[src/rtl/dflm_pkg.sv]
// ----------------------------------------------------------------------------
// dflm_pkg
// Shared widths, register map and control types of the dilated FIR block.
// ----------------------------------------------------------------------------
`timescale 1ns / 1ps
`default_nettype none
package dflm_pkg;

  localparam int MAX_TAPS  = 15;
  localparam int MAX_DIL   = 4;
  localparam int HIST_DEPTH = 64;
  localparam int HIST_AW   = $clog2(HIST_DEPTH);
  localparam int SAMPLE_W  = 16;
  localparam int COEF_W    = 16;
  localparam int TAP_W     = 4;
  localparam int DIL_W     = 3;
  localparam int SPAN_W    = 6;
  localparam int HALF_W    = 5;
  localparam int POS_W     = 20;   // signed window position
  localparam int PROD_W    = COEF_W + SAMPLE_W + 1;
  localparam int ACC_W     = PROD_W + 4;
  localparam int FRAC_W    = 14;
  localparam int CFG_AW    = 6;
  localparam int CFG_DW    = 64;

  // register indexes (paddr[5:3])
  localparam logic [2:0] REG_TAPS   = 3'd0;
  localparam logic [2:0] REG_DIL    = 3'd1;
  localparam logic [2:0] REG_C_LOW  = 3'd2;
  localparam logic [2:0] REG_C_MID  = 3'd3;
  localparam logic [2:0] REG_C_HIGH = 3'd4;
  localparam logic [2:0] REG_C_TOP  = 3'd5;

  typedef logic [MAX_TAPS-1:0][COEF_W-1:0] coef_arr_t;

  typedef struct packed {
    logic [TAP_W-1:0] taps;
    logic [DIL_W-1:0] dil;
    coef_arr_t        coef;
  } cfg_t;

  typedef struct packed {
    logic accept;
    logic tap_start;
    logic issue;
    logic load_out;
    logic next_i;
  } cmd_t;

  typedef struct packed {
    logic             emit;
    logic             short_l;
    logic             more;
    logic             pipe_busy;
    logic             out_free;
    logic [TAP_W-1:0] taps;
  } sts_t;

endpackage
`default_nettype wire

[src/rtl/dflm_ram.sv]
// ----------------------------------------------------------------------------
// dflm_ram
// Generic single-write, single-read RAM with registered read data.
// ----------------------------------------------------------------------------
`timescale 1ns / 1ps
`default_nettype none
module dflm_ram #(
  parameter int WIDTH = 16,
  parameter int DEPTH = 64
) (
  input  wire logic                     clk,
  input  wire logic                     we,
  input  wire logic [$clog2(DEPTH)-1:0] waddr,
  input  wire logic [WIDTH-1:0]         wdata,
  input  wire logic [$clog2(DEPTH)-1:0] raddr,
  output logic      [WIDTH-1:0]         rdata
);

  logic [WIDTH-1:0] mem [DEPTH];

  always_ff @(posedge clk) begin
    if (we) begin
      mem[waddr] <= wdata;
    end
    rdata <= mem[raddr];
  end

endmodule
`default_nettype wire

[src/rtl/dflm_regs.sv]
// ----------------------------------------------------------------------------
// dflm_regs
// APB register file: tap count, dilation and packed coefficients.
// ----------------------------------------------------------------------------
`timescale 1ns / 1ps
`default_nettype none
module dflm_regs (
  input  wire logic                         clk,
  input  wire logic                         rst_n,
  input  wire logic                         cfg_psel,
  input  wire logic                         cfg_penable,
  input  wire logic                         cfg_pwrite,
  input  wire logic [dflm_pkg::CFG_AW-1:0]  cfg_paddr,
  input  wire logic [dflm_pkg::CFG_DW-1:0]  cfg_pwdata,
  output logic      [dflm_pkg::CFG_DW-1:0]  cfg_prdata,
  output dflm_pkg::cfg_t                    cfg
);

  logic [dflm_pkg::TAP_W-1:0] taps_r;
  logic [dflm_pkg::DIL_W-1:0] dil_r;
  logic [63:0] c_low_r, c_mid_r, c_high_r;
  logic [47:0] c_top_r;
  logic        wr;
  logic [2:0]  idx;

  assign wr  = cfg_psel & cfg_penable & cfg_pwrite;
  assign idx = cfg_paddr[5:3];

  always_ff @(posedge clk) begin
    if (!rst_n) begin
      taps_r   <= 4'd3;
      dil_r    <= 3'd1;
      c_low_r  <= '0;
      c_mid_r  <= '0;
      c_high_r <= '0;
      c_top_r  <= '0;
    end else if (wr) begin
      case (idx)
        dflm_pkg::REG_TAPS:   taps_r   <= cfg_pwdata[3:0];
        dflm_pkg::REG_DIL:    dil_r    <= cfg_pwdata[2:0];
        dflm_pkg::REG_C_LOW:  c_low_r  <= cfg_pwdata;
        dflm_pkg::REG_C_MID:  c_mid_r  <= cfg_pwdata;
        dflm_pkg::REG_C_HIGH: c_high_r <= cfg_pwdata;
        dflm_pkg::REG_C_TOP:  c_top_r  <= cfg_pwdata[47:0];
        default: ;
      endcase
    end
  end

  always_comb begin
    case (idx)
      dflm_pkg::REG_TAPS:   cfg_prdata = {60'd0, taps_r};
      dflm_pkg::REG_DIL:    cfg_prdata = {61'd0, dil_r};
      dflm_pkg::REG_C_LOW:  cfg_prdata = c_low_r;
      dflm_pkg::REG_C_MID:  cfg_prdata = c_mid_r;
      dflm_pkg::REG_C_HIGH: cfg_prdata = c_high_r;
      dflm_pkg::REG_C_TOP:  cfg_prdata = {16'd0, c_top_r};
      default:              cfg_prdata = '0;
    endcase
  end

  assign cfg.taps = taps_r;
  assign cfg.dil  = dil_r;
  assign cfg.coef = {c_top_r, c_high_r, c_mid_r, c_low_r};

endmodule
`default_nettype wire

[src/rtl/dflm_ctrl.sv]
// ----------------------------------------------------------------------------
// dflm_ctrl
// Sequencer: accepts a sample, steps the tap loop and hands out each result.
// ----------------------------------------------------------------------------
`timescale 1ns / 1ps
`default_nettype none
module dflm_ctrl (
  input  wire logic          clk,
  input  wire logic          rst_n,
  input  wire logic          in_tvalid,
  output logic               in_tready,
  input  dflm_pkg::sts_t     sts,
  output dflm_pkg::cmd_t     cmd
);

  typedef enum logic [2:0] {
    S_IDLE, S_START, S_TAP, S_WAIT, S_EMIT
  } state_t;

  state_t                     state_r, state_nxt;
  logic [dflm_pkg::TAP_W-1:0] j_r, j_nxt;

  always_comb begin
    state_nxt = state_r;
    j_nxt     = j_r;
    cmd       = '0;
    in_tready = 1'b0;
    case (state_r)
      S_IDLE: begin
        in_tready = 1'b1;
        if (in_tvalid) begin
          cmd.accept = 1'b1;
          state_nxt  = S_START;
        end
      end
      S_START: begin
        if (!sts.emit) begin
          state_nxt = S_IDLE;
        end else if (sts.short_l) begin
          state_nxt = S_EMIT;
        end else begin
          cmd.tap_start = 1'b1;
          j_nxt         = '0;
          state_nxt     = S_TAP;
        end
      end
      S_TAP: begin
        cmd.issue = 1'b1;
        j_nxt     = j_r + 4'd1;
        if (j_r == sts.taps - 4'd1) begin
          state_nxt = S_WAIT;
        end
      end
      S_WAIT: begin
        if (!sts.pipe_busy) begin
          state_nxt = S_EMIT;
        end
      end
      S_EMIT: begin
        if (sts.out_free) begin
          cmd.load_out = 1'b1;
          if (sts.more) begin
            cmd.next_i = 1'b1;
            state_nxt  = S_START;
          end else begin
            state_nxt = S_IDLE;
          end
        end
      end
      default: state_nxt = S_IDLE;
    endcase
  end

  always_ff @(posedge clk) begin
    if (!rst_n) begin
      state_r <= S_IDLE;
      j_r     <= '0;
    end else begin
      state_r <= state_nxt;
      j_r     <= j_nxt;
    end
  end

endmodule
`default_nettype wire

[src/rtl/dflm_dp.sv]
// ----------------------------------------------------------------------------
// dflm_dp
// Datapath: history RAM, mirrored addressing, tap MAC, rounding and output.
// ----------------------------------------------------------------------------
`timescale 1ns / 1ps
`default_nettype none
module dflm_dp (
  input  wire logic                          clk,
  input  wire logic                          rst_n,
  input  dflm_pkg::cfg_t                     cfg,
  input  dflm_pkg::cmd_t                     cmd,
  output dflm_pkg::sts_t                     sts,
  input  wire logic [dflm_pkg::SAMPLE_W-1:0] in_sample,
  input  wire logic                          in_end,
  output logic                               out_tvalid,
  input  wire logic                          out_tready,
  output logic      [dflm_pkg::SAMPLE_W-1:0] out_filtered,
  output logic      [1:0]                    out_flags,
  output logic                               out_last
);

  localparam int PW = dflm_pkg::POS_W;

  // effective configuration for the incoming sample
  logic [dflm_pkg::TAP_W-1:0]  taps_e;
  logic [dflm_pkg::DIL_W-1:0]  dil_e;
  logic [6:0]                  sprod;
  logic [dflm_pkg::SPAN_W-1:0] span_e;
  logic [dflm_pkg::HALF_W-1:0] half_e, hi_e;

  logic [15:0]                 seen_r, p_r, i_r;
  logic                        end_r, emit_r, short_r;
  logic [dflm_pkg::TAP_W-1:0]  taps_r;
  logic [dflm_pkg::DIL_W-1:0]  dil_r;
  logic [dflm_pkg::HALF_W-1:0] half_r;
  logic signed [PW-1:0]        q_r, idx0, idx1, idx2, len;
  logic [dflm_pkg::HIST_AW-1:0] raddr;
  logic [dflm_pkg::SAMPLE_W-1:0] rdata;
  logic                        rd_v_r, prod_v_r;
  logic [dflm_pkg::TAP_W-1:0]  j_d_r;
  logic signed [dflm_pkg::PROD_W-1:0] prod_r;
  logic signed [dflm_pkg::ACC_W-1:0]  acc_r, rnd;
  logic [dflm_pkg::ACC_W-dflm_pkg::FRAC_W-1:0] shr;
  logic                        last_now;

  assign taps_e = (cfg.taps == 4'd0) ? 4'd1 : cfg.taps;
  assign dil_e  = (cfg.dil == 3'd0) ? 3'd1 :
                  (cfg.dil > 3'(dflm_pkg::MAX_DIL)) ? 3'(dflm_pkg::MAX_DIL) : cfg.dil;
  assign sprod  = {3'd0, taps_e - 4'd1} * {4'd0, dil_e};
  assign span_e = sprod[5:0] + 6'd1;
  assign half_e = span_e[5:1];
  assign hi_e   = 5'(span_e - 6'd1 - {1'b0, half_e});

  // mirrored read position
  assign len  = PW'({1'b0, p_r}) + PW'(1);
  assign idx0 = q_r[PW-1] ? ~q_r : q_r;
  assign idx1 = (end_r && idx0 >= len) ? (len + len - PW'(1) - idx0) : idx0;
  assign idx2 = idx1[PW-1] ? '0 : idx1;
  assign raddr = idx2[dflm_pkg::HIST_AW-1:0];

  dflm_ram #(.WIDTH(dflm_pkg::SAMPLE_W), .DEPTH(dflm_pkg::HIST_DEPTH)) u_hist (
    .clk   (clk),
    .we    (cmd.accept),
    .waddr (seen_r[dflm_pkg::HIST_AW-1:0]),
    .wdata (in_sample),
    .raddr (raddr),
    .rdata (rdata)
  );

  assign last_now = end_r && (i_r == p_r);

  always_ff @(posedge clk) begin
    if (!rst_n) begin
      seen_r   <= '0;
      rd_v_r   <= 1'b0;
      prod_v_r <= 1'b0;
    end else begin
      if (cmd.accept) begin
        seen_r <= in_end ? 16'd0 : seen_r + 16'd1;
      end
      rd_v_r   <= cmd.issue;
      prod_v_r <= rd_v_r;
    end
  end

  always_ff @(posedge clk) begin
    if (cmd.accept) begin
      p_r     <= seen_r;
      end_r   <= in_end;
      taps_r  <= taps_e;
      dil_r   <= dil_e;
      half_r  <= half_e;
      emit_r  <= in_end || (seen_r >= {11'd0, hi_e});
      short_r <= in_end && ({1'b0, seen_r} + 17'd1 < {11'd0, span_e});
      i_r     <= (seen_r >= {11'd0, hi_e}) ? seen_r - {11'd0, hi_e} : 16'd0;
    end else if (cmd.next_i) begin
      i_r <= i_r + 16'd1;
    end
    if (cmd.tap_start) begin
      q_r <= PW'({1'b0, i_r}) - PW'({1'b0, half_r});
    end else if (cmd.issue) begin
      q_r <= q_r + PW'({1'b0, dil_r});
    end
    if (cmd.issue) begin
      j_d_r <= j_d_r + 4'd1;
    end else if (cmd.tap_start) begin
      j_d_r <= 4'hF;  // first issue wraps to tap 0
    end
    prod_r <= $signed(cfg.coef[j_d_r]) * $signed({1'b0, rdata});
    if (cmd.tap_start) begin
      acc_r <= '0;
    end else if (prod_v_r) begin
      acc_r <= acc_r + dflm_pkg::ACC_W'(prod_r);
    end
  end

  // round half up from Q23.14, then clamp
  assign rnd = acc_r + dflm_pkg::ACC_W'(1 << (dflm_pkg::FRAC_W - 1));
  assign shr = rnd[dflm_pkg::ACC_W-1:dflm_pkg::FRAC_W];

  always_ff @(posedge clk) begin
    if (!rst_n) begin
      out_tvalid <= 1'b0;
    end else if (cmd.load_out) begin
      out_tvalid <= 1'b1;
    end else if (out_tready) begin
      out_tvalid <= 1'b0;
    end
  end

  always_ff @(posedge clk) begin
    if (cmd.load_out) begin
      out_last <= last_now;
      if (short_r) begin
        out_filtered <= '0;
        out_flags    <= 2'b10;
      end else if (rnd[dflm_pkg::ACC_W-1]) begin
        out_filtered <= '0;
        out_flags    <= 2'b01;
      end else if (|shr[dflm_pkg::ACC_W-dflm_pkg::FRAC_W-1:16]) begin
        out_filtered <= 16'hFFFF;
        out_flags    <= 2'b01;
      end else begin
        out_filtered <= shr[15:0];
        out_flags    <= 2'b00;
      end
    end
  end

  assign sts.emit      = emit_r;
  assign sts.short_l   = short_r;
  assign sts.more      = end_r && (i_r != p_r);
  assign sts.pipe_busy = rd_v_r | prod_v_r;
  assign sts.out_free  = !out_tvalid || out_tready;
  assign sts.taps      = taps_r;

endmodule
`default_nettype wire

[src/rtl/dilated_fir_line_mirror.sv]
// Sequence: an accepted sample first goes to the start state; a filtered
// result then runs the tap loop and waits for the MAC pipeline to drain,
// a short-line result goes straight to the output, and each further result
// of a line-end burst repeats this from the start state. A new sample is
// taken only in the idle state, so the tap loop and output stalls set the pace.
// Reset (synchronous, rst_n low): line position cleared, registers to tap
// count 3, dilation 1, coefficients 0; history contents stay undefined.
`timescale 1ns / 1ps
`default_nettype none
module dilated_fir_line_mirror (
  input  wire logic                         clk,
  input  wire logic                         rst_n,
  input  wire logic                         in_tvalid,
  output logic                              in_tready,
  input  wire logic [15:0]                  in_tdata,   // [15:0] sample
  input  wire logic                         in_tlast,   // line_end
  output logic                              out_tvalid,
  input  wire logic                         out_tready,
  output logic      [15:0]                  out_tdata,  // [15:0] filtered
  output logic      [1:0]                   out_tuser,  // [0] clamped, [1] short_line
  output logic                              out_tlast,  // last_of_line
  input  wire logic                         cfg_psel,
  input  wire logic                         cfg_penable,
  input  wire logic                         cfg_pwrite,
  input  wire logic [dflm_pkg::CFG_AW-1:0]  cfg_paddr,
  input  wire logic [dflm_pkg::CFG_DW-1:0]  cfg_pwdata,
  output logic      [dflm_pkg::CFG_DW-1:0]  cfg_prdata,
  output logic                              cfg_pready
);

  dflm_pkg::cfg_t cfg;
  dflm_pkg::cmd_t cmd;
  dflm_pkg::sts_t sts;

  assign cfg_pready = 1'b1;

  dflm_regs u_regs (
    .clk, .rst_n, .cfg_psel, .cfg_penable, .cfg_pwrite, .cfg_paddr,
    .cfg_pwdata, .cfg_prdata, .cfg(cfg)
  );

  dflm_ctrl u_ctrl (
    .clk, .rst_n, .in_tvalid, .in_tready, .sts(sts), .cmd(cmd)
  );

  dflm_dp u_dp (
    .clk, .rst_n, .cfg(cfg), .cmd(cmd), .sts(sts),
    .in_sample(in_tdata), .in_end(in_tlast),
    .out_tvalid, .out_tready,
    .out_filtered(out_tdata), .out_flags(out_tuser), .out_last(out_tlast)
  );

endmodule
`default_nettype wire

[config.mk]
export PLATFORM = sky130hd
export DESIGN_NAME = dilated_fir_line_mirror
export DESIGN_NICKNAME = d
export VERILOG_FILES = /design/src/rtl/dflm_pkg.sv /design/src/rtl/dflm_ram.sv /design/src/rtl/dflm_regs.sv /design/src/rtl/dflm_ctrl.sv /design/src/rtl/dflm_dp.sv /design/src/rtl/dilated_fir_line_mirror.sv
export SDC_FILE = /design/constraint.sdc
export NUM_CORES = 2
export LEC_CHECK = 0
export ABC_CLOCK_PERIOD_IN_PS = 8050
export BUFFER_PORTS_ARGS = -buffer_cell sky130_fd_sc_hd__buf_2
export CORE_MARGIN = 1.5
export CORE_UTILIZATION = 36
export DETAILED_ROUTE_END_ITERATION = 12
export SYNTH_ARGS = -nofsm -noshare
export SYNTH_HDL_FRONTEND = slang
export SYNTH_SLANG_ARGS = --single-unit
export TNS_END_PERCENT = 100
[constraint.sdc]
create_clock -name clk -period 8.05 [get_ports clk]
set_input_delay 0 -clock clk [delete_from_list [all_inputs] [get_ports clk]]
set_output_delay 0 -clock clk [all_outputs]
set_load 0.01 [all_outputs]
**Word-level counts from Yosys, hierarchy flattened**

Memories as Yosys holds them, arrays and structs flattened. A register that Yosys moved wholly into a read port is not among the register bits.
Cells that the tools add are included.

- Register bits: 433
- Bits in writable memories: 1024
- Input bits: 94
- Word-level logic and storage cells: 146
- Memories: 1

- $add $sub $neg: 19
- Multipliers: 2
- $lt $le $gt $ge: 5
- Eq/ne operators: 18
- Multiplexer cells: 45
- Bitwise logic cells: 4
- Reduce and logical (&&, ||, !) cells: 25

Memories:

| name | depth | bits a word | read ports | clocked after Yosys merged registers in | write ports | RTL line | text |
|---|---|---|---|---|---|---|---|
| u_dp.u_hist.mem | 64 | 16 | 1 | 1 | 1 | dflm_ram.sv:19 | `logic [WIDTH-1:0] mem [DEPTH];` |

Operators with widths:

| operator | number |
|---|---|
| one-hot mux 64 bit (6 select lines) | 1 |
| two-way mux 16 bit | 6 |
| two-way mux 20 bit | 4 |
| binary-select mux 16 bit (select 4 bit) | 1 |
| adder 37 x 15 -> 37 bit (second input constant) | 1 |
| adder 37 x 33 -> 37 bit | 1 |
| adder 16 x 1 -> 17 bit (second input constant) | 2 |
| multiplier 16 x 17 -> 33 bit | 1 |
| adder 16 x 1 -> 16 bit (second input constant) | 2 |
| two-way mux 3 bit | 8 |
| adder 20 bit | 1 |
| adder 20 x 3 -> 20 bit | 1 |
| greater-or-equal comparator 20 bit | 1 |
| two-way mux 4 bit | 5 |
| NOT 20 bit | 1 |
| subtractor 20 x 2 -> 20 bit (second input constant) | 1 |
| subtractor 20 bit | 1 |
| less-than comparator 17 x 6 -> 1 bit | 1 |
| subtractor 16 x 5 -> 17 bit | 1 |
| equality test 16 bit | 1 |
| greater-or-equal comparator 16 x 5 -> 1 bit | 1 |
| inequality test 16 bit | 1 |
| subtractor 16 x 5 -> 16 bit | 1 |
| one-hot mux 3 bit (5 select lines) | 1 |
| 31 further kinds | 73 |

**Longest topological paths before layout**

- Depth after elaboration: 10
- Mapped depth: 31
- Mapped depth without buffers: 29

**Modules after synthesis**

A second synthesis with hierarchy kept.

- Cells, all modules: 5558
- Area total of the unflattened synthesis: 74925.6 um^2

Modules (own cells, without submodules):

| module | times used | cells an instance | area an instance (um^2) | seq. area each (um^2) |
|---|---|---|---|---|
| dflm_ram | 1 | 1829 | 40042.2 | 31069.8 |
| dflm_dp | 1 | 2558 | 23461.3 | 4484.3 |
| dflm_regs | 1 | 1108 | 10899.2 | 4944.7 |
| dflm_ctrl | 1 | 61 | 511.7 | 140.1 |
| dilated_fir_line_mirror | 1 | 2 | 11.3 | 0.0 |

**Worst setup path before layout**

OpenSTA, ideal clock, no wires.

- Path type: register to register
- From: register u_dp.j_d_r[0] (netlist name)
- To: register u_dp.prod_r[32] (netlist name)
- Arrival time: 7.866 ns
- Required time: 7.978 ns
- Path slack: 0.112 ns
- Stages on the path, launching flop included: 29
- Cell sequence: edfxtp_1 -> buf_1 -> buf_1 -> mux4_2 -> mux4_2 -> clkbuf_1 -> and2_1 -> fa_1 -> inv_1 -> fa_1 -> fa_1 -> inv_1 -> fa_1 -> fa_1 -> inv_1 -> fa_1 -> inv_1 -> ha_1 -> o21a_1 -> nor2_1 -> nor2b_1 -> nand3_1 -> a211oi_1 -> nor2_1 -> a31oi_1 -> a221oi_1 -> o21ai_0 -> a21oi_1 -> xnor2_1

- Word-level cells in the longest chain between the ends: 3

RTL lines:

| element | RTL line | text |
|---|---|---|
| start: declaration | dflm_dp.sv:40 | `logic [dflm_pkg::TAP_W-1:0] j_d_r;` |
| start signal: assignment | dflm_dp.sv:105 | `j_d_r <= j_d_r + 4'd1;` |
| binary-select mux 16 bit (select 4 bit) | dflm_dp.sv:109 | `prod_r <= $signed(cfg.coef[j_d_r]) * $signed({1'b0, rdata});` |
| two-way mux 16 bit (not written as such) | dflm_dp.sv:109 |  |
| multiplier 16 x 17 -> 33 bit | dflm_dp.sv:109 |  |
| end signal: assignment | dflm_dp.sv:109 |  |
| end: declaration | dflm_dp.sv:41 | `logic signed [dflm_pkg::PROD_W-1:0] prod_r;` |

Every way passes these cells. The select of a mux whose other input is x is not followed.
A chain may end at the register's enable or synchronous reset.

**Worst setup path after layout**

- From: register u_dp.j_d_r[0] (netlist name)
- To: register u_dp.prod_r[26] (netlist name)

The elaborated chain is that of the path after synthesis.

==> flow_summary.json <==
{
  "worstSetupStartpointType": "flip-flop",
  "top_level_ports": 180,
  "finalSetupViolCount": 0,
  "fin_worst_skew_ns": 0.0492,
  "design.core.area_um2": 205000,
  "synth_cells": 6736,
  "p_clk_share_pct": 30.3,
  "portBuffers": 175,
  "dp.cells": 9337,
  "synth.distinct_cells": 73,
  "p_int_uw": 14500,
  "synthFlopType": "edfxtp_1",
  "syn-cell-area_um2": 74400,
  "syn_area_per_cell_um2": 11.0,
  "post_drt_wl_per_cell_um": 21.7,
  "grt_pass1_vias": 51300,
  "viasPerCell": 5.39,
  "power_frac_comb_pct": 30.7,
  "rsz0062_at_grt": "false",
  "max_freq_ghz": 0.131,
  "r2r_slack_ns": 0.41,
  "grtUsageTotal_pct": 19.8,
  "status": "complete, no violations",
  "synth-edff-count": 1114,
  "synth-seq-area-share_pct": 54.6,
  "numCtsBuffers": 153,
  "start_util_pct": 36.3,
  "worstRegToRegCells": 27,
  "firstDrtPassIters": 7,
  "antenna_left": 0,
  "required_ns": 8.74,
  "fin_cells": 9755,
  "dp_hpwl_um": 135000,
  "clkSinkCount": 1473,
  "worst_setup_path_end_kind": "flip-flop",
  "synthArstFlopShare_pct": 0,
  "cap_viol_max_count": 0,
  "synth_seq_cells": 1473,
  "finalPower_uw": 22900,
  "dpl-instance-area_um2": 78500,
  "drive_above_1_share_pct": 9.54,
  "tns_ns": 0,
  "holdPathStages": 4,
  "htreeDepth": 4,
  "p_switching_uw": 8340,
  "tightestPinTransition_ns": 1.18,
  "drt-total-wl_um": 212000,
  "arrival_ns": 8.33,
  "place_congestion": 0.871,
  "area_delta_synth_final_pct": 13.8,
  "r2r-end": "u_dp.prod_r[26]",
  "grt-ovfl-total": 0,
  "die-area_um2": 209000,
  "final_area_um2": 84700,
  "clk_path_buf_depth": 3,
  "p_per_area_nw_per_um2": 270,
  "grt_max_degree": 179,
  "r2r_start": "u_dp.j_d_r[0]",
  "drt-initial-drc-count": 5408,
  "cts-root-buf": "clkbuf_16",
  "slew_viol_final": 0,
  "hold_class": "input pin to flip-flop",
  "p_leak_uw": 0.0318,
  "hold_end": "u_regs.c_high_r[63]",
  "worstPathMaxFanout": 43,
  "swShare_pct": 36.5,
  "final_hold_viol_count": 0,
  "syn-num-nets": 7261,
  "num_vias": 52600,
  "worstHoldStart": "cfg_pwdata[63]",
  "fin_crit_ns": 7.64,
  "yosysWarnings": 0,
  "fin_crit_sh_pct": 94.9,
  "seqPwrFrac_pct": 39.0,
  "antenna_found_initial": 16,
  "die_h_um": 458,
  "nets": 7457,
  "cts_tree": "done",
  "clk-insertion-delay-late_ns": 0.82,
  "std_cell_rows": 166,
  "slew_headroom_pct": 20.7,
  "path_class": "flip-flop to flip-flop",
  "drc_errors": 0,
  "grt_pass1_wl_um": 320000,
  "clk_pin_slew_ns": 0.06,
  "irDropWorstVdd_uv": 356,
  "n_fill_cell": 19000,
  "die_x_um": 458
}
-- Yosys cell counts, types with 9 or more instances --
cell	number	area, um^2
o21a_1	11	82.6
o21ai_0	104	521
nand2_1	1361	5110
a21o_1	40	300
xor2_1	105	920
nand3b_1	9	67.6
and2_1	154	963
or3_1	12	75.1
o2111ai_1	50	438
or2_2	11	68.8
clkbuf_1	315	1180
mux2i_1	248	2480
a211oi_1	9	67.6
o22ai_1	61	382
nand3_1	453	2270
buf_2	65	325
fa_1	203	4060
nor2b_1	39	244
nand2b_1	28	175
inv_1	355	1330
a22o_1	15	131
a21boi_0	250	1880
nand4_1	23	144
buf_1	43	161
nor2_1	220	826
mux4_2	65	1460
nor3_1	63	315
ha_1	228	2850
a22oi_1	9	67.6
o221ai_1	51	447
nor4_1	26	163
dfxtp_1	359	7190
edfxtp_1	1114	33500
xnor2_1	103	902
a21oi_1	194	971
and3_1	116	726
o21bai_1	10	75.1
a311oi_1	17	149
a31oi_1	113	707
o31ai_1	10	75.1
-- state kept, by name, summed over array words and instances (netlist names), 5 cells and up --
signal / cells
u_regs.c_mid_r: 64
u_regs.c_low_r: 64
u_regs.c_high_r: 64
u_dp.prod_r: 33
u_dp.seen_r: 16
u_dp.u_hist.mem: 1024
u_regs.c_top_r: 48
u_dp.i_r: 16
u_dp.half_r: 5
u_dp.p_r: 16
u_dp.out_filtered: 16
u_dp.u_hist.rdata: 16
u_dp.acc_r: 37
u_dp.q_r: 20
-- critical path, cell delays in order (launching register included) --
cell,delay [ns]
edfxtp_1,0.37
buf_12,0.29
buf_12,0.26
mux4_2,0.52
mux4_2,0.67
nand2_1,0.16
fa_1,0.45
fa_1,0.55
inv_1,0.05
fa_1,0.51
fa_1,0.43
fa_1,0.50
inv_1,0.05
fa_1,0.50
inv_1,0.06
ha_1,0.31
o21a_1,0.14
nor2_1,0.06
nor2b_1,0.20
nand3_1,0.11
a211oi_1,0.19
nor2_1,0.11
a31oi_1,0.35
buf_4,0.19
nand4_1,0.10
nand3b_1,0.10
a21oi_1,0.09
xnor2_1,0.13
-- power groups by stage --
stage / clock network, uW / registers [uW] / logic, uW
floorplan: 0 / 8780 / 4470
global placement: 0 / 9060 / 6850
detailed placement: 0 / 9070 / 6930
CTS: 7040 / 8910 / 7010
global route: 7320 / 8950 / 7600
finish: 6920 / 8910 / 7020
-- layout make-up --
cell class,instances,area [um^2],area share [%]
Antenna cell,9,22.5,0.0266
Clock buffer,201,4100,4.84
Clock inverter,80,762,0.900
Inverter,356,1340,1.58
Multi-Input combinational cell,4482,30900,36.5
Sequential cell,1473,40600,48.0
Tap cell,2688,3360,3.97
Timing Repair Buffer,466,3590,4.24
-- timing repair --
action / 4_1_cts / 5_1_grt
setup buffers: 0 / 6
resized for setup: 0 / 2
hold buffers: 122 / 0
hold endpoints to repair: 1297 / 0
setup endpoints to repair: 0 / 4
-- stage by stage --
stage	setup WS [ns]	utilization (%)	hold slack, ns
CTS	0.245	41.3	0.00301
detailed placement	0.259	38.3	0.288
floorplan	0.112	-	0.0989
finish	0.410	41.3	0.0484
global route	0.0467	41.3	0.0397
global placement	0.309	38.3	0.275
-- worst max-delay path by stage --
| stage | slack (ns) | endpoint | cells past startpoint | from |
|---|---|---|---|---|
| 2_1_floorplan | 0.11 | u_dp.prod_r[32] | 28 | u_dp.j_d_r[0] |
| 3_3_place_gp | 0.31 | u_dp.prod_r[32] | 30 | u_dp.j_d_r[0] |
| 3_5_place_dp | 0.26 | u_dp.prod_r[32] | 30 | u_dp.j_d_r[0] |
| 4_1_cts | 0.24 | u_dp.prod_r[32] | 30 | u_dp.j_d_r[0] |
| 5_1_grt | 0.05 | u_dp.prod_r[26] | 27 | u_dp.j_d_r[0] |
| 6_report | 0.41 | u_dp.prod_r[26] | 27 | u_dp.j_d_r[0] |
-- logic make-up after synthesis --
logic type | Yosys count | synth area share [%]
simple gates | 2536 | 15.2
flops | 1473 | 54.6
compound gates | 992 | 9.03
buf+inv | 781 | 4.06
fa+ha+maj | 431 | 9.30
mux | 314 | 5.32
xor+xnor | 208 | 2.45
other cells | 1 | 0.00504
-- routing by layer --
metal	part of all wire [%]	global-route usage, %
met4	3.2	6.72
met1	44	27.9
met2	46	31.3
met3	7.1	2.92
met5	0.025	0
-- layout by cell type (no fill, tap or decap), types with 112 or more instances in the layout --
cell type and instances:
a21boi_0 250, a21oi_1 194, a31oi_1 112, and2_1 152
and3_1 113, buf_2 173, buf_4 152, clkbuf_16 154
dfxtp_1 358, dlygate4sd3_1 122, edfxtp_1 1114, fa_1 203
ha_1 228, inv_1 354, mux2i_1 248, nand2_1 1359
nand3_1 450, nor2_1 211
(Power assumes the default switching activity.)
